File: src/wpaa_pkg.sv
package wpaa_pkg;

	localparam int SAMPLE_BITS  = 16;
	localparam int SQP_BITS     = 2 * SAMPLE_BITS - 1;
	localparam int PRODP_BITS   = 2 * SAMPLE_BITS;
	localparam int SQ_BITS      = 2 * SAMPLE_BITS + 5;
	localparam int PROD_BITS    = 2 * SAMPLE_BITS + 6;
	localparam int WSQ_BITS     = SQ_BITS + 7;
	localparam int WPROD_BITS   = PROD_BITS + 7;
	localparam int MAX_WINDOW   = 128;
	localparam int POS_BITS     = 7;
	localparam int FILL_BITS    = 8;
	localparam int WLEN_BITS    = 8;
	localparam int XY_BITS      = 48;
	localparam int Z_BITS       = 32;
	localparam int CORDIC_STEPS = 22;
	localparam int STEP_BITS    = 5;
	localparam int ANGLE_BITS   = 16;
	localparam int ANGLE_LIMIT  = 23040;
	localparam int WLEN_RESET   = 50;

	localparam logic [SQ_BITS-1:0] SQ_MAX = {SQ_BITS{1'b1}};
	localparam logic signed [PROD_BITS-1:0] PROD_MAX = {1'b0, {(PROD_BITS-1){1'b1}}};
	localparam logic signed [PROD_BITS-1:0] PROD_MIN = {1'b1, {(PROD_BITS-1){1'b0}}};

	localparam logic signed [Z_BITS-1:0] Z_DEG90  = Z_BITS'(90 * 65536);
	localparam logic signed [Z_BITS-1:0] Z_DEG180 = Z_BITS'(180 * 65536);

	// One completed depth sample handed from the front to the back.
	typedef struct packed {
		logic [SQ_BITS-1:0]          sq_a;
		logic [SQ_BITS-1:0]          sq_b;
		logic signed [PROD_BITS-1:0] prod;
		logic                        clr;
	} q_entry_t;

	// Arctangent of 2^-i in units of 2^-16 degree.
	function automatic logic signed [Z_BITS-1:0] atan_step(input logic [STEP_BITS-1:0] i);
		logic signed [Z_BITS-1:0] r;
		unique case (i)
			5'd0:  r = 32'sd2949120;
			5'd1:  r = 32'sd1740967;
			5'd2:  r = 32'sd919879;
			5'd3:  r = 32'sd466945;
			5'd4:  r = 32'sd234379;
			5'd5:  r = 32'sd117304;
			5'd6:  r = 32'sd58666;
			5'd7:  r = 32'sd29335;
			5'd8:  r = 32'sd14668;
			5'd9:  r = 32'sd7334;
			5'd10: r = 32'sd3667;
			5'd11: r = 32'sd1833;
			5'd12: r = 32'sd917;
			5'd13: r = 32'sd458;
			5'd14: r = 32'sd229;
			5'd15: r = 32'sd115;
			5'd16: r = 32'sd57;
			5'd17: r = 32'sd29;
			5'd18: r = 32'sd14;
			5'd19: r = 32'sd7;
			5'd20: r = 32'sd4;
			5'd21: r = 32'sd2;
			default: r = '0;
		endcase
		return r;
	endfunction

endpackage

File: src/wpaa_front.sv
module wpaa_front import wpaa_pkg::*; (
	input  logic                          clk,
	input  logic                          arst_n,
	input  logic                          in_valid,
	output logic                          in_ready,
	input  logic signed [SAMPLE_BITS-1:0] intercept,
	input  logic signed [SAMPLE_BITS-1:0] gradient,
	input  logic                          intercept_missing,
	input  logic                          gradient_missing,
	input  logic                          last_trace,
	input  logic                          clear,
	output logic                          push_valid,
	input  logic                          push_ready,
	output q_entry_t                      push_entry
);

	logic                         v_s1;
	logic [SQP_BITS-1:0]          pa_s1;
	logic [SQP_BITS-1:0]          pb_s1;
	logic signed [PRODP_BITS-1:0] pp_s1;
	logic                         last_s1;
	logic                         clear_s1;

	logic [SQ_BITS-1:0]          acc_a_q;
	logic [SQ_BITS-1:0]          acc_b_q;
	logic signed [PROD_BITS-1:0] acc_p_q;
	logic                        clr_pend_q;

	logic signed [SAMPLE_BITS-1:0] a_op;
	logic signed [SAMPLE_BITS-1:0] b_op;
	logic                          advance;
	logic [SQ_BITS:0]              sum_a;
	logic [SQ_BITS:0]              sum_b;
	logic signed [PROD_BITS:0]     sum_p;
	logic [SQ_BITS-1:0]            new_a;
	logic [SQ_BITS-1:0]            new_b;
	logic signed [PROD_BITS-1:0]   new_p;

	// A missing sample enters the products as zero.
	assign a_op = intercept_missing ? '0 : intercept;
	assign b_op = gradient_missing  ? '0 : gradient;

	// The stage holds a last trace until the queue takes the sample.
	assign advance  = v_s1 && (!last_s1 || push_ready);
	assign in_ready = !v_s1 || advance;

	// Product stage.
	always_ff @(posedge clk or negedge arst_n) begin
		if (!arst_n) begin
			v_s1 <= 1'b0;
		end else if (in_ready) begin
			v_s1 <= in_valid;
		end
	end

	always_ff @(posedge clk) begin
		if (in_ready && in_valid) begin
			pa_s1    <= SQP_BITS'(a_op * a_op);
			pb_s1    <= SQP_BITS'(b_op * b_op);
			pp_s1    <= PRODP_BITS'(a_op * b_op);
			last_s1  <= last_trace;
			clear_s1 <= clear;
		end
	end

	// Saturating trace accumulation.
	always_comb begin
		sum_a = {1'b0, acc_a_q} + (SQ_BITS + 1)'(pa_s1);
		sum_b = {1'b0, acc_b_q} + (SQ_BITS + 1)'(pb_s1);
		sum_p = (PROD_BITS + 1)'(acc_p_q) + (PROD_BITS + 1)'(pp_s1);
		new_a = sum_a[SQ_BITS] ? SQ_MAX : sum_a[SQ_BITS-1:0];
		new_b = sum_b[SQ_BITS] ? SQ_MAX : sum_b[SQ_BITS-1:0];
		priority if (sum_p > (PROD_BITS + 1)'(PROD_MAX)) begin
			new_p = PROD_MAX;
		end else if (sum_p < (PROD_BITS + 1)'(PROD_MIN)) begin
			new_p = PROD_MIN;
		end else begin
			new_p = sum_p[PROD_BITS-1:0];
		end
	end

	always_ff @(posedge clk or negedge arst_n) begin
		if (!arst_n) begin
			acc_a_q    <= '0;
			acc_b_q    <= '0;
			acc_p_q    <= '0;
			clr_pend_q <= 1'b0;
		end else if (advance) begin
			if (last_s1) begin
				acc_a_q    <= '0;
				acc_b_q    <= '0;
				acc_p_q    <= '0;
				clr_pend_q <= 1'b0;
			end else begin
				acc_a_q    <= new_a;
				acc_b_q    <= new_b;
				acc_p_q    <= new_p;
				clr_pend_q <= clr_pend_q | clear_s1;
			end
		end
	end

	// A clear seen anywhere in the sample travels with its push.
	assign push_valid      = v_s1 && last_s1;
	assign push_entry.sq_a = new_a;
	assign push_entry.sq_b = new_b;
	assign push_entry.prod = new_p;
	assign push_entry.clr  = clr_pend_q | clear_s1;

endmodule

File: config.mk
export PLATFORM = sky130hd
export DESIGN_NAME = wpaa_front
export DESIGN_NICKNAME = d
export VERILOG_FILES = /design/src/wpaa_pkg.sv /design/src/wpaa_front.sv
export SDC_FILE = /design/constraint.sdc
export NUM_CORES = 2
export LEC_CHECK = 0
export ABC_AREA = 0
export BUFFER_PORTS_ARGS = -buffer_cell sky130_fd_sc_hd__buf_2
export CAP_MARGIN = 20
export CORE_MARGIN = 2
export CORE_UTILIZATION = 40
export CTS_CLUSTER_DIAMETER = 60
export DETAILED_ROUTE_END_ITERATION = 10
export GPL_TIMING_DRIVEN = 0
export MAX_ROUTING_LAYER = met4
export PLACE_DENSITY = 0.63
export SYNTH_ARGS = -nofsm -noshare
export SYNTH_HDL_FRONTEND = slang
export SYNTH_SLANG_ARGS = --single-unit
File: constraint.sdc
create_clock -name clk -period 7.92 [get_ports clk]
set_clock_uncertainty 0.05 [all_clocks]
set_input_delay 0.792 -clock clk [delete_from_list [all_inputs] [get_ports clk]]
set_output_delay 0.792 -clock clk [all_outputs]
set_load 0.005 [all_outputs]
==> key figures <==
Power and ir drop
  • Leakage: ~22 nW
  • Clock power frac: 0.090
  • Switching Share: 0.486
  • Flop pwr share: 0.136
  • Net load switching power: 7.67 mW
  • Total design power: 15.8 mW
  • Power per cell area: about 360 nW/um^2
  • Max IR drop VDD: 0.269 mV
  • Pint: 8.11 mW
  • Combinational group share of total power: 0.774

Logic synthesis
  • Sequential-to-total area share from yosys stat: 0.142
  • Mapped Area: 40000 um^2
  • Mapped Cells: 4376
  • Synth async-reset ratio: 0.548
  • Flops & latches, synth: 208
  • Netlist cell types: approximately 80
  • Synth warn: 0
  • Syn_area_per_cell: 9.14 um^2
  • Syn nets: 5480
  • EDFF count, synth: 94
  • Top cells by area, synth: fa_1, ha_1, inv_1, dfrtp_1, edfxtp_1
  • Cell accounting for the most synthesized area: fa_1
  • Top-area cell type share of the netlist area: 0.361
  • Ys flop type: dfrtp_1

Clocking
  • CTS max path bufs: 3
  • CTS tree: yes
  • Clock root buffer: clkbuf_16
  • Clk slew on worst S/H paths: 0.06 ns
  • Cts hold-fix bufs: 0
  • Worst-Skew Late Latency: 0.59 ns
  • H-tree lvl count: 1
  • Num CTS Buffers: 29
  • # clock sinks: 208

Floorplanning
  • Row cnt: roughly 120
  • Die ar.: 103000 um^2
  • Die width: 320 um
  • Total core area: 98700 um^2
  • Vert. Die Dim: 320 um
  • I/O pin count: 155
  • Initial Util: 0.405

Drt
  • # DRC: 0
  • Vias/cell: 5.15
  • Initial DRC count: about 1.8k
  • Routed WL: about 110 mm
  • Via count: 30.3k
  • DRT antenna net count: 0
  • Wirelength per Cell: ~18 um
  • DRT Pass-1 Iters: 5

Cells and area
  • Final cell count without fillers: 5885
  • Fin util: 0.444
  • Fillcell total: 9783
  • Final nets: about 5.7k
  • Layout cells sized above 1: 0.0739
  • Post-route cell area: 43800 um^2
  • Footprint of the multi-input gates: 30200 um^2
  • Area growth, synth to finish: 9.62%
  • Sequential Area: 5680 um^2

Timing
  • Final min period: 7.69 ns
  • Slew margin rel.: 0.306
  • Max Clock Freq: 130 MHz
  • Final setup vio count: 0
  • Worst slew pin tran: 1.04 ns
  • Setup TNS: 0 ns
  • Fin. max-slew vios: 0
  • Period Utilization, post-route: 0.971
  • RSZ-0062 raised after global routing: true
  • Final Hold Fails: 0

Setup path
  • Crit. End Element: flop
  • Worst EP required: 8.17 ns
  • Worst R2R Setup Slack: 3.91 ns
  • Worst path slowest cell: fa_1
  • CP startpoint: gradient_missing
  • Worst r2r dst: acc_p_q[31]
  • Crit path arrival time: approximately 7.9 ns
  • CP max FO: 10
  • Crit path top cell by count: fa_1
  • Setup CP Type: in2reg
  • Crit start category: input port
  • Worst Reg2Reg Path Length in Cells: 15
  • CP endpoint: pb_s1[30]
  • Critical Path Max Stage Delay: 0.53 ns
  • Critical R2R Launch: pp_s1[0]

Global route
  • Largest net degree at the start of global routing: 66
  • GRT Residual Overflow: 0
  • Initial antenna violation count: 11
  • Vias in the first global route: 32.0k
  • First-pass GRT wire length: 172 mm
  • GR Util All Layers: 0.219

Status
  • Outcome: finished clean

Placed design
  • GP Congestion: 0.949
  • Cells after DPL: 5819
  • Placed cell areas: 42500 um^2
  • DP HPWL: 89.9 mm
  • Number of port buffers: 148

Flow run
  • Max cap viols: 0

Min path
  • Path category of the worst min-delay check: in2async
## power by group through the flow
stage	clock [mW]	sequential (mW)	combinational, mW
after floorplan	0	2.05	9.03
after global placement	0	2.17	12.0
after detailed placement	0	2.16	12.2
after CTS	1.46	2.15	12.3
after global routing	1.50	2.19	13.9
final	1.42	2.15	12.2
## state kept, by name, indices dropped and copies added (netlist names)
signal and flops:
acc_p_q 38, clear_s1 1, pb_s1 30, acc_b_q 37
v_s1 1, pp_s1 32, pa_s1 30, last_s1 1
clr_pend_q 1, acc_a_q 37
## kinds of logic after synthesis
| logic type | Yosys count | share of synthesized area |
|---|---|---|
| simple gates | 1146 | 0.130 |
| buf+inv | 1101 | 0.105 |
| fa+ha+maj | 1088 | 0.474 |
| compound gates | 625 | 0.103 |
| flops | 208 | 0.142 |
| xor+xnor | 199 | 0.0436 |
| mux | 9 | 0.00241 |
## synth_stat cells (16+ instances only)
cell type and count:
inv_1 954, fa_1 721, nand2_1 444, ha_1 343
nor2_1 322, a21oi_1 157, xnor2_1 142, and2_1 122
o21ai_0 115, dfrtp_1 114, clkbuf_1 112, edfxtp_1 94
nand2b_1 69, a22o_1 62, a21o_1 60, xor2_1 57
nor3_1 37, nand3_1 36, nor2b_1 31, o21ai_1 31
o21a_1 28, and3_1 27, a31oi_1 24, maj3_1 24
o21bai_1 22, o211ai_1 18, a31o_2 16
## layout make-up
cell class,instances,share of cell area
Multi-Input combinational cell,3067,0.689
Clock buffer,38,0.0185
Timing Repair Buffer,168,0.0235
Tap cell,1287,0.0367
Buffer,131,0.0137
Clock inverter,16,0.00537
Sequential cell,208,0.129
Antenna cell,10,0.000571
Inverter,960,0.0828
## routing by layer
layer	GRT usage	part of all wire	vias up
met2	0.364	0.49	813
met5	-	0	-
li1	-	-	14100
met4	0.0730	0.033	0
met1	0.280	0.42	15200
met3	0.0248	0.059	203
## worst min path at each step
| stage | endpoint | start | slack (ns) |
|---|---|---|---|
| final | acc_a_q[9] | arst_n | 0.13 |
| after global routing | acc_a_q[9] | arst_n | 0.17 |
| after CTS | acc_a_q[5] | arst_n | 0.12 |
| after detailed placement | acc_p_q[5] | acc_p_q[5] | 0.43 |
| after global placement | acc_p_q[0] | acc_p_q[0] | 0.42 |
| after floorplan | acc_p_q[10] | acc_p_q[10] | 0.40 |
## through the flow
step           hold WS, ns  worst slack, ns
2_1_floorplan        0.404            0.287
3_3_place_gp         0.423            -1.84
3_5_place_dp         0.430            -1.83
4_1_cts              0.125           0.0103
5_1_grt              0.169          -0.0601
6_report             0.130            0.229
## layout by cell type, fill, tap and decap left out, types with 24 or more instances in the layout
master and instances:
o21a_1 28, clkbuf_2 27, nand3_1 36, a21o_1 60, xnor2_1 141, and2_1 121, xor2_1 57, nand2b_1 62
ha_1 343, a31oi_1 24, nand2_1 443, a22o_1 62, o21ai_0 113, maj3_1 24, nor2b_1 28, clkbuf_1 78
o21ai_1 32, nor2_1 321, inv_1 947, dfrtp_1 114, and3_1 27, nor3_1 37, a21oi_1 157, fa_1 719
clkbuf_16 29, buf_2 161, edfxtp_1 94
## worst max-delay path, delay by kind of cell
kind / cells / cell delay (ns)
AOI/OAI and AO/OA: 8 / 2.04
xor gates and xnor gates: 1 / 0.15
buffers and inverters: 6 / 0.95
adders and majority gates: 7 / 3.29
and+or+nand+nor: 3 / 0.72
## timing repair
action,CTS,global route
gates resized for setup,43,51
endpoints found under the setup margin,22,15
pin swaps,0,1
buffers inserted,3,9
cloned,0,0
Note: power is estimated with default switching activity, not from simulation.
