`src/wpaa_pkg.sv`:
```
package wpaa_pkg;

	localparam int SAMPLE_BITS  = 16;
	localparam int SQP_BITS     = 2 * SAMPLE_BITS - 1;
	localparam int PRODP_BITS   = 2 * SAMPLE_BITS;
	localparam int SQ_BITS      = 2 * SAMPLE_BITS + 5;
	localparam int PROD_BITS    = 2 * SAMPLE_BITS + 6;
	localparam int WSQ_BITS     = SQ_BITS + 7;
	localparam int WPROD_BITS   = PROD_BITS + 7;
	localparam int MAX_WINDOW   = 128;
	localparam int POS_BITS     = 7;
	localparam int FILL_BITS    = 8;
	localparam int WLEN_BITS    = 8;
	localparam int XY_BITS      = 48;
	localparam int Z_BITS       = 32;
	localparam int CORDIC_STEPS = 22;
	localparam int STEP_BITS    = 5;
	localparam int ANGLE_BITS   = 16;
	localparam int ANGLE_LIMIT  = 23040;
	localparam int WLEN_RESET   = 50;

	localparam logic [SQ_BITS-1:0] SQ_MAX = {SQ_BITS{1'b1}};
	localparam logic signed [PROD_BITS-1:0] PROD_MAX = {1'b0, {(PROD_BITS-1){1'b1}}};
	localparam logic signed [PROD_BITS-1:0] PROD_MIN = {1'b1, {(PROD_BITS-1){1'b0}}};

	localparam logic signed [Z_BITS-1:0] Z_DEG90  = Z_BITS'(90 * 65536);
	localparam logic signed [Z_BITS-1:0] Z_DEG180 = Z_BITS'(180 * 65536);

	// One completed depth sample handed from the front to the back.
	typedef struct packed {
		logic [SQ_BITS-1:0]          sq_a;
		logic [SQ_BITS-1:0]          sq_b;
		logic signed [PROD_BITS-1:0] prod;
		logic                        clr;
	} q_entry_t;

	// Arctangent of 2^-i in units of 2^-16 degree.
	function automatic logic signed [Z_BITS-1:0] atan_step(input logic [STEP_BITS-1:0] i);
		logic signed [Z_BITS-1:0] r;
		unique case (i)
			5'd0:  r = 32'sd2949120;
			5'd1:  r = 32'sd1740967;
			5'd2:  r = 32'sd919879;
			5'd3:  r = 32'sd466945;
			5'd4:  r = 32'sd234379;
			5'd5:  r = 32'sd117304;
			5'd6:  r = 32'sd58666;
			5'd7:  r = 32'sd29335;
			5'd8:  r = 32'sd14668;
			5'd9:  r = 32'sd7334;
			5'd10: r = 32'sd3667;
			5'd11: r = 32'sd1833;
			5'd12: r = 32'sd917;
			5'd13: r = 32'sd458;
			5'd14: r = 32'sd229;
			5'd15: r = 32'sd115;
			5'd16: r = 32'sd57;
			5'd17: r = 32'sd29;
			5'd18: r = 32'sd14;
			5'd19: r = 32'sd7;
			5'd20: r = 32'sd4;
			5'd21: r = 32'sd2;
			default: r = '0;
		endcase
		return r;
	endfunction

endpackage

```
`src/wpaa_queue.sv`:
```
module wpaa_queue import wpaa_pkg::*; (
	input  logic     clk,
	input  logic     arst_n,
	input  logic     wr_valid,
	output logic     wr_ready,
	input  q_entry_t wr_entry,
	output logic     rd_valid,
	input  logic     rd_ready,
	output q_entry_t rd_entry,
	output logic [1:0] count
);

	q_entry_t   slot_q [2];
	logic       wr_ptr_q;
	logic       rd_ptr_q;
	logic [1:0] count_q;
	logic       do_wr;
	logic       do_rd;

	assign wr_ready = (count_q != 2'd2);
	assign rd_valid = (count_q != 2'd0);
	assign do_wr    = wr_valid && wr_ready;
	assign do_rd    = rd_valid && rd_ready;
	assign rd_entry = slot_q[rd_ptr_q];
	assign count    = count_q;

	// Two-entry buffer between the trace front and the window back.
	always_ff @(posedge clk or negedge arst_n) begin
		if (!arst_n) begin
			wr_ptr_q <= 1'b0;
			rd_ptr_q <= 1'b0;
			count_q  <= '0;
		end else begin
			if (do_wr) begin
				wr_ptr_q <= ~wr_ptr_q;
			end
			if (do_rd) begin
				rd_ptr_q <= ~rd_ptr_q;
			end
			count_q <= count_q + 2'(do_wr) - 2'(do_rd);
		end
	end

	always_ff @(posedge clk) begin
		if (do_wr) begin
			slot_q[wr_ptr_q] <= wr_entry;
		end
	end

endmodule

```
`config.mk`:
```
export PLATFORM = sky130hd
export DESIGN_NAME = wpaa_queue
export DESIGN_NICKNAME = d
export VERILOG_FILES = /design/src/wpaa_pkg.sv /design/src/wpaa_queue.sv
export SDC_FILE = /design/constraint.sdc
export NUM_CORES = 1
export LEC_CHECK = 0
export ABC_AREA = 1
export ABC_CLOCK_PERIOD_IN_PS = 8400
export CAP_MARGIN = 25
export CELL_PAD_IN_SITES_DETAIL_PLACEMENT = 0
export CELL_PAD_IN_SITES_GLOBAL_PLACEMENT = 2
export CORE_MARGIN = 8
export CORE_UTILIZATION = 41
export DETAILED_ROUTE_END_ITERATION = 8
export DONT_BUFFER_PORTS = 1
export PLACE_DENSITY_LB_ADDON = 0.1
export SYNTH_ARGS = -nofsm -noshare
export SYNTH_HDL_FRONTEND = slang
export SYNTH_SLANG_ARGS = --single-unit
```
`constraint.sdc`:
```
create_clock -name clk -period 8.4 [get_ports clk]
set_input_delay 0.42 -clock clk [delete_from_list [all_inputs] [get_ports clk]]
set_output_delay 0.42 -clock clk [all_outputs]
set_load 0.02 [all_outputs]
```
==> results by group, run 1 <==
Run status
  – Run status: completed

Global route
  – Largest net degree at the start of global routing: 64
  – Initial antenna violation count: 0
  – First-pass GRT wire length: 28500 um
  – Vias in the first global route: 4900
  – GRT Residual Overflow: 0
  – Overall routing resource usage: 0.1408

Floorplanning
  – # rows: 52
  – Die width: 159.7 um
  – Vert. Die Dim: 159.7 um
  – CORE AREA: 0.02023 mm2
  – I/O pin count: 234
  – Total Die Area: 0.02551 mm2
  – Initial Utilization: 0.4185

CTS
  – CTS Buf Count: 24
  – Clock latency on the worst-skew pair: 0.50 ns
  – CTS resizes: 0
  – H-tree Lvls: 1
  – Clk slew on worst S/H paths: 0.06 ns
  – TritonCTS clock tree: done
  – Clock sink total: 230
  – CTS max path bufs: 3
  – Clk root buf: clkbuf_16

Placement
  – Post-placement cell count: 872
  – Final estimated routing congestion in global placement: 0.7195
  – Placed wire-length estimate: 11620 um
  – Port Buffers: 0

Synthesis
  – Number of enable flip-flop cells after synthesis: 226
  – Async SR Flop Fraction: 0.01739
  – Yosys warns: 0
  – Yosys top cell by area: edfxtp_1
  – Sequential-to-total area share from yosys stat: 0.8132
  – Post-synthesis register bit count: 230
  – Yosys top cell area share: 0.8014
  – Cell with the most instances after synthesis: nand2_1
  – Mapped Area: 0.008468 mm2
  – Netlist cell types: 11
  – Syn Inst Count: 622
  – Top cells by count, synth: nand2_1 (352), edfxtp_1 (226), buf_2 (15)
  – Top_reg_cell synth: edfxtp_1
  – Most area-consuming cells after synthesis: edfxtp_1 (80%), nand2_1 (16%), dfrtp_1 (1.2%), buf_6 (1.1%), buf_2 (0.89%)
  – Total nets after synthesis: 741
  – Average size of a mapped cell: 13.61 um2

Min path
  – Type of the worst min-delay path: input pin to register

Pwr
  – Worst vdd ir: 277.9 uV
  – Pwr dens: 360.4 mW/mm2
  – LEAKAGE: 0.004128 uW

STA
  – Min Clock Period, post-route: 3.319 ns
  – Final Slew Violations: 0
  – Clk_skew: 0.006651 ns
  – RSZ-0062 raised after global routing: false
  – Tcrit/Tclk final: 0.3951
  – Rel. slew slack: 0.4107
  – Worst-Margin Slew: 0.8839 ns
  – Setup tns final: 0 ns
  – Fin. Hold Viols: 0
  – Fmax: 301.3 MHz
  – Count of final setup violators: 0

Finish
  – Fraction of layout cells with a size suffix above 1: 0.05929
  – Post-route insts no fill: 1029
  – Ant diodes: 0
  – Nets: 861
  – Synthesis-to-layout area growth: 24.96%
  – Fillers: 1705
  – Register area: 0.006890 mm2
  – Multi-input logic area: 0.001373 mm2

Setup path
  – Crit path cell chain: inv_4 -> buf_4 -> nand2_1 -> nand2_1
  – CP max-delay cell: dfrtp_4
  – Worst path top cell family by delay: buffers and inverters
  – Worst path max stage delay: 0.74 ns
  – Crit end category: output port
  – WS Path Type: register to output port
  – CP required: 7.98 ns
  – Critical Path AT: 2.90 ns
  – Crit path max fanout: 60
  – Worst setup SP type: register
  – CP Buf/Inv Count: 2
  – Most common cell on crit path: nand2_1

Detailed routing
  – Average wire per cell in the routed design: 18.12 um
  – Detailed Routing Iterations Pass 1: 5
  – Iter 0 DRT Violations: 246
  – Via density: 4.658
  – Remaining antenna violation count: 0
  – DR DRC count: 0
  – Final WL: 18650 um
  – Total vias in the final route: 4793

Run
  – Maxcap violations: 0
-- routing by layer --
metal	share of wire	vias up	global-route usage
li1	-	2336	-
met1	0.41	2274	0.1706
met2	0.48	164	0.2298
met3	0.10	19	0.06272
met4	0.012	0	0.02744
met5	0	-	0
-- through the flow --
step	setup WS, ns	instance area [um2]	hold WS, ns	power, uW	utilization
2_1_floorplan	2.244	8468	0.1244	2616	-
3_3_place_gp	5.490	8677	0.1246	2799	0.4288
3_5_place_dp	5.467	8677	0.1246	2818	0.4288
4_1_cts	4.990	10580	0.04098	3883	0.5229
5_1_grt	4.772	10580	0.05440	4045	0.5229
6_report	5.081	10580	0.06177	3814	0.5229
-- where the power goes --
group	leakage (uW)	internal [uW]	switching, uW	total [uW]
Sequential	0.00215	1570	108	1680
Combinational	0.00160	189	942	1130
Clock	0.000379	599	409	1010
Total	0.00413	2360	1460	3810
-- kinds of logic after synthesis --
group / Yosys count / synth area share
and+or+nand+nor: 356 / 0.1582
buffers and inverters: 34 / 0.02556
DFF: 230 / 0.8132
adders and majority gates: 2 / 0.002955
-- final timing paths --
kind                       startpoint            end  slack, ns  cells past startpoint
setup reg to reg             count[0]  slot_q[1][94]       5.49                      6
min in group asynchronous      arst_n       count[1]       0.20                      1
hold reg to reg              wr_ptr_q       wr_ptr_q       0.49                      2
max in group asynchronous      arst_n       rd_ptr_q       8.00                      1
setup / recovery             rd_ptr_q   rd_entry[89]       5.08                      4
hold / removal               rd_ready       rd_ptr_q       0.06                      2
-- final cells by class --
| type | count | area share |
|---|---|---|
| Timing Repair Buffer | 119 | 0.1114 |
| Sequential cell | 230 | 0.6512 |
| Tap cell | 270 | 0.03193 |
| Clock inverter | 18 | 0.01301 |
| Inverter | 9 | 0.003666 |
| Clock buffer | 25 | 0.05912 |
| Multi-Input combinational cell | 358 | 0.1297 |
-- cells in the final DEF, fill, tap and decap left out, types with 3 or more instances in the layout --
cell | netlist | routed
clkbuf_16 | 0 | 25
dfrtp_1 | 4 | 3
nand2_1 | 352 | 352
clkinv_2 | 0 | 7
dlygate4sd3_1 | 0 | 114
edfxtp_1 | 226 | 226
inv_1 | 8 | 7
clkinv_1 | 0 | 7
nand3_1 | 3 | 3
buf_4 | 2 | 5
-- flip-flops by register name, indices dropped and copies added (netlist names) --
register	count
rd_ptr_q	1
wr_ptr_q	1
count	2
slot_q	226
-- repair_timing --
item | 4_1_cts | 5_1_grt
hold buffers | 114 | 0
hold endpoints to repair | 230 | 0
buffers inserted | 0 | 0
No activity file was read; power rests on OpenSTA's default activity.
==> inputs of run 2 (changes only) <==
- ABC_AREA: 1 -> 0
- ABC_CLOCK_PERIOD_IN_PS: 8400 -> 3100
- CORE_UTILIZATION: 41 -> 46
- clock period: 8.4 -> 3.1 ns (I/O delays scaled with it)
==> results by group, run 2 <==
STA
  – Count of final setup violators: 0
  – Rel. slew slack: 0.6389
  – Fmax: 454.8 MHz
  – Worst setup margin: 0.9011 ns
  – Setup tns final: 0 ns
  – Fin. Hold Viols: 0
  – Hold_ws: 0.2559 ns
  – RSZ-0062 raised after global routing: false
  – Final Slew Violations: 0
  – Worst-Margin Slew: 0.5416 ns
  – Clk_skew: 0.008177 ns
  – Min Clock Period, post-route: 2.199 ns
  – Tcrit/Tclk final: 0.7093

CTS
  – Clock sink total: 230
  – CTS resizes: 0
  – CTS max path bufs: 3
  – TritonCTS clock tree: done
  – Clk slew on worst S/H paths: 0.05 ns
  – Setup bufs post-CTS: 0
  – CTS Buf Count: 24
  – Clk root buf: clkbuf_16
  – H-tree Lvls: 1
  – Clock latency on the worst-skew pair: 0.50 ns

Min path
  – Hold Path End: slot_q[1][11]
  – Type of the worst min-delay path: input pin to register
  – HP Start: wr_valid
  – WHS Path Cells: 2

Synthesis
  – Average size of a mapped cell: 23.30 um2
  – Yosys warns: 0
  – Netlist cell types: 17
  – Top cells by count, synth: edfxtp_1 (226), mux2_4 (60), mux2_2 (53)
  – Number of enable flip-flop cells after synthesis: 226
  – Yosys top cell by area: edfxtp_1
  – Mapped Area: 0.008599 mm2
  – Yosys top cell area share: 0.7892
  – Total nets after synthesis: 488
  – Syn Inst Count: 369
  – Cell with the most instances after synthesis: edfxtp_1
  – Async SR Flop Fraction: 0.01739
  – Most area-consuming cells after synthesis: edfxtp_1 (79%), mux2_4 (10%), mux2_2 (6.9%), dfrtp_1 (1.2%), buf_6 (0.92%)
  – Top_reg_cell synth: edfxtp_1
  – Post-synthesis register bit count: 230
  – Sequential-to-total area share from yosys stat: 0.8008

Setup path
  – Crit path cell chain: buf_4 -> mux2_2
  – R2R setup slack: 1.07 ns
  – WS Path Type: register to output port
  – WP depth: 2
  – CP required: 2.94 ns
  – R2r startpoint: count[1]
  – CP max-delay cell: dfrtp_4
  – Crit path max fanout: 22
  – Worst path top cell family by delay: flip-flops
  – CP Buf/Inv Count: 1
  – R2r worst-path depth: 7
  – Critical Path AT: 2.04 ns
  – Crit end category: output port
  – Worst setup SP type: register
  – Worst r2r dst: count[1]
  – Worst path max stage delay: 0.64 ns

Global route
  – Vias in the first global route: 4131
  – First-pass GRT wire length: 24820 um
  – Overall routing resource usage: 0.1355
  – GRT Residual Overflow: 0
  – Initial antenna violation count: 1
  – Largest net degree at the start of global routing: 81

Detailed routing
  – Via density: 5.060
  – Iter 0 DRT Violations: 149
  – Total vias in the final route: 3820
  – Remaining antenna violation count: 0
  – Average wire per cell in the routed design: 21.87 um
  – DR DRC count: 0
  – Detailed Routing Iterations Pass 1: 4
  – Final WL: 16520 um

Placement
  – Final estimated routing congestion in global placement: 0.6834
  – Placed wire-length estimate: 10790 um
  – Port Buffers: 0
  – Dpl ws: 1.053 ns
  – Post-placement cell count: 597
  – DP Area: 0.008880 mm2

Finish
  – Most common cell after layout, fill and taps aside: edfxtp_1
  – Synthesis-to-layout area growth: 25.48%
  – Fraction of layout cells with a size suffix above 1: 0.2942
  – Post-route insts no fill: 755
  – Biggest register: slot_q
  – Commonest non-fill, non-tap cells in the layout: edfxtp_1 (226), dlygate4sd3_1 (117), mux2_4 (60)
  – Largest register FFs: 226
  – Nets: 625
  – Post-route cell area: 0.01079 mm2

Floorplanning
  – Die width: 152.7 um
  – Initial Utilization: 0.4644
  – # rows: 50
  – Total Die Area: 0.02333 mm2
  – I/O pin count: 234
  – Vert. Die Dim: 152.7 um
  – CORE AREA: 0.01852 mm2

Pwr
  – LEAKAGE: 0.003788 uW
  – Pwr dens: 964.1 mW/mm2
  – Worst vdd ir: 851.5 uV

Run
  – Maxcap violations: 0

Run status
  – Run status: completed
[run 2: changes by cell type after synthesis, sizes merged, moves of 3 or more]
| cell | change |
|---|---|
| nand3 | -3 |
| buf | -12 |
| xnor2 | +3 |
| nand2 | -351 |
| mux2 | +113 |
| inv | -8 |
[run 2: worst register-to-register path, delay by kind of cell (launching register included)]
kind                       cells  cell delay (ns)
xor gates and xnor gates       2             0.33
and+or+nand+nor                2             0.64
adders and majority gates      2             0.46
DFF                            1             0.49
buffers and inverters          1             0.04
[run 2: worst max-delay path by stage]
stage	from	end	slack, ns
6_report	rd_ptr_q	rd_entry[112]	0.90
2_1_floorplan	count[0]	slot_q[0][0]	0.06
3_5_place_dp	count[0]	slot_q[0][0]	1.05
5_1_grt	rd_ptr_q	rd_entry[0]	0.81
3_3_place_gp	count[0]	slot_q[0][75]	1.07
4_1_cts	rd_ptr_q	rd_entry[0]	0.84
[run 2: final cells by class]
cell class	instances	area (um2)
Clock buffer	28	636.9
Fill cell	1386	7727
Tap cell	234	292.8
Timing Repair Buffer	124	1261
Clock inverter	12	100.1
Antenna cell	1	2.502
Sequential cell	230	6890
Inverter	1	3.754
Multi-Input combinational cell	125	1603
[run 2: kinds of logic (layout without fill, tap and decap cells)]
kind of cell               count (synthesis)  after routing  synth area share
adders and majority gates                  2              2          0.002909
and+or+nand+nor                            6              6          0.003784
muxes                                    113            113            0.1742
DFF                                      230            230            0.8008
other                                      0              1                 0
buffers and inverters                     14            165           0.01426
xor gates and xnor gates                   4              4          0.004075
[run 2: through the flow]
step,total power [uW],utilization
2_1_floorplan,7220,-
3_3_place_gp,7702,0.4795
3_5_place_dp,7744,0.4795
4_1_cts,10590,0.5826
5_1_grt,10870,0.5827
6_report,10400,0.5827
[run 2: routing by layer]
layer  vias to the layer above  part of all wire  track usage
met5                         -                 0            0
met4                         0             0.014      0.03534
met3                        20              0.11      0.06523
met2                       160              0.47       0.2177
met1                      1905              0.41       0.1609
li1                       1735                 -            -
[run 2: power breakdown]
part / internal, uW / switching, uW / total (uW) / leakage (uW)
logic: 1210 / 2040 / 3240 / 0.00128
clock network: 1610 / 1060 / 2670 / 0.000360
registers: 4250 / 239 / 4490 / 0.00214
[run 2: repair_timing]
action                                  CTS  global route
hold buffers                            117             0
hold endpoints to repair                232             0
endpoints found under the setup margin    0             0
==> inputs of run 3 (changes only) <==
- ABC_CLOCK_PERIOD_IN_PS: 3100 -> 2300
- clock period: 3.1 -> 2.3 ns (I/O delays scaled with it)
==> results by group, run 3 (same netlist as run 2, synthesis figures left out) <==
Run status
  – Run status: completed

Placement
  – Port Buffers: 0
  – Final estimated routing congestion in global placement: 0.6755
  – Dpl ws: 0.3177 ns
  – Placed wire-length estimate: 10710 um
  – Post-placement cell count: 597

Global route
  – Vias in the first global route: 4246
  – Overall routing resource usage: 0.1372
  – GRT Residual Overflow: 0
  – First-pass GRT wire length: 25080 um
  – Largest net degree at the start of global routing: 62
  – Initial antenna violation count: 0

Detailed routing
  – DR DRC count: 0
  – Total vias in the final route: 3845
  – Iter 0 DRT Violations: 134
  – Average wire per cell in the routed design: 21.84 um
  – Remaining antenna violation count: 0
  – Detailed Routing Iterations Pass 1: 4
  – Final WL: 16530 um
  – Via density: 5.079

Setup path
  – Critical Path AT: 2.00 ns
  – Worst setup SP type: register
  – WS Path Type: register to output port
  – CP required: 2.18 ns
  – Crit end category: output port
  – Crit path max fanout: 48

Finish
  – Nets: 626
  – Synthesis-to-layout area growth: 26.49%
  – Post-route insts no fill: 757
  – Fraction of layout cells with a size suffix above 1: 0.2983
  – Biggest register: slot_q
  – Largest register FFs: 226
  – Most common cell after layout, fill and taps aside: edfxtp_1
  – Ant diodes: 0
  – Commonest non-fill, non-tap cells in the layout: edfxtp_1 (226), dlygate4sd3_1 (117), mux2_4 (60)

CTS
  – CTS max path bufs: 3
  – Clock latency on the worst-skew pair: 0.49 ns
  – TritonCTS clock tree: done
  – H-tree Lvls: 1
  – CTS resizes: 0
  – Clk root buf: clkbuf_16
  – CTS Buf Count: 25
  – Clock sink total: 230
  – Clk slew on worst S/H paths: 0.06 ns

Pwr
  – Pwr dens: 1311 mW/mm2
  – Worst vdd ir: 801.1 uV
  – LEAKAGE: 0.003816 uW
  – Tot Pwr: 14260 uW

STA
  – Worst-Margin Slew: 0.3901 ns
  – Worst setup margin: 0.1876 ns
  – Setup tns final: 0 ns
  – RSZ-0062 raised after global routing: false
  – Fmax: 473.4 MHz
  – Fin. Hold Viols: 0
  – Clk_skew: 0.007363 ns
  – Tcrit/Tclk final: 0.9184
  – Hold_ws: 0.1649 ns
  – Rel. slew slack: 0.7399
  – Count of final setup violators: 0
  – Final Slew Violations: 0
  – Min Clock Period, post-route: 2.112 ns

Floorplanning
  – Initial Utilization: 0.4644
  – Vert. Die Dim: 152.7 um
  – Die width: 152.7 um
  – I/O pin count: 234
  – # rows: 50
  – CORE AREA: 0.01852 mm2
  – Total Die Area: 0.02333 mm2

Min path
  – Type of the worst min-delay path: input pin to register

Run
  – Maxcap violations: 0
-- run 3: changes by cell type in the layout (fill, tap and decap cells not counted), sizes merged --
cell | before | now
bufinv | 2 | 3
clkbuf | 28 | 33
diode | 1 | 0
clkinv | 10 | 7
-- run 3: timing repair --
item,CTS,global route
endpoints found under the hold margin,233,0
hold buffers,117,0
buffers inserted,0,0
-- run 3: layout make-up --
type / instances / area (um2)
Clock buffer: 33 / 655.6
Sequential cell: 230 / 6893
Multi-Input combinational cell: 125 / 1618
Tap cell: 234 / 292.8
Inverter: 1 / 3.754
Fill cell: 1365 / 7640
Clock inverter: 10 / 116.4
Timing Repair Buffer: 124 / 1299
-- run 3: critical path, stage by stage, from the launching register on --
cell and delay, ns:
dfrtp_4 0.67, buf_12 0.32, mux2_2 0.45
-- run 3: final timing paths --
check,slack [ns],start,cells after the start,to
worst max-delay path,0.19,rd_ptr_q,2,rd_entry[32]
worst min-delay path,0.16,wr_valid,2,slot_q[1][8]
worst max register to register,0.33,count[1],7,count[1]
worst min register to register,0.56,wr_ptr_q,1,wr_ptr_q
max in group asynchronous,1.68,arst_n,2,count[1]
min in group asynchronous,0.43,arst_n,2,rd_ptr_q
-- run 3: layer usage --
metal,up-vias,global-route usage,share of wire
met5,-,0,0
met4,0,0.03582,0.014
met3,21,0.06069,0.10
met2,160,0.2333,0.50
met1,1921,0.1552,0.39
li1,1743,-,-
-- run 3: metrics by stage --
step | util | instance area (um2)
finish | 0.5874 | 10880
floorplan | - | 8626
detailed placement | 0.4825 | 8935
global route | 0.5874 | 10880
CTS | 0.5874 | 10880
global placement | 0.4825 | 8935
-- run 3: power by group --
group | switching [uW] | total (uW) | internal [uW]
Combinational | 2760 | 4450 | 1690
Clock | 1430 | 3740 | 2320
Sequential | 337 | 6070 | 5730
Total | 4520 | 14300 | 9740
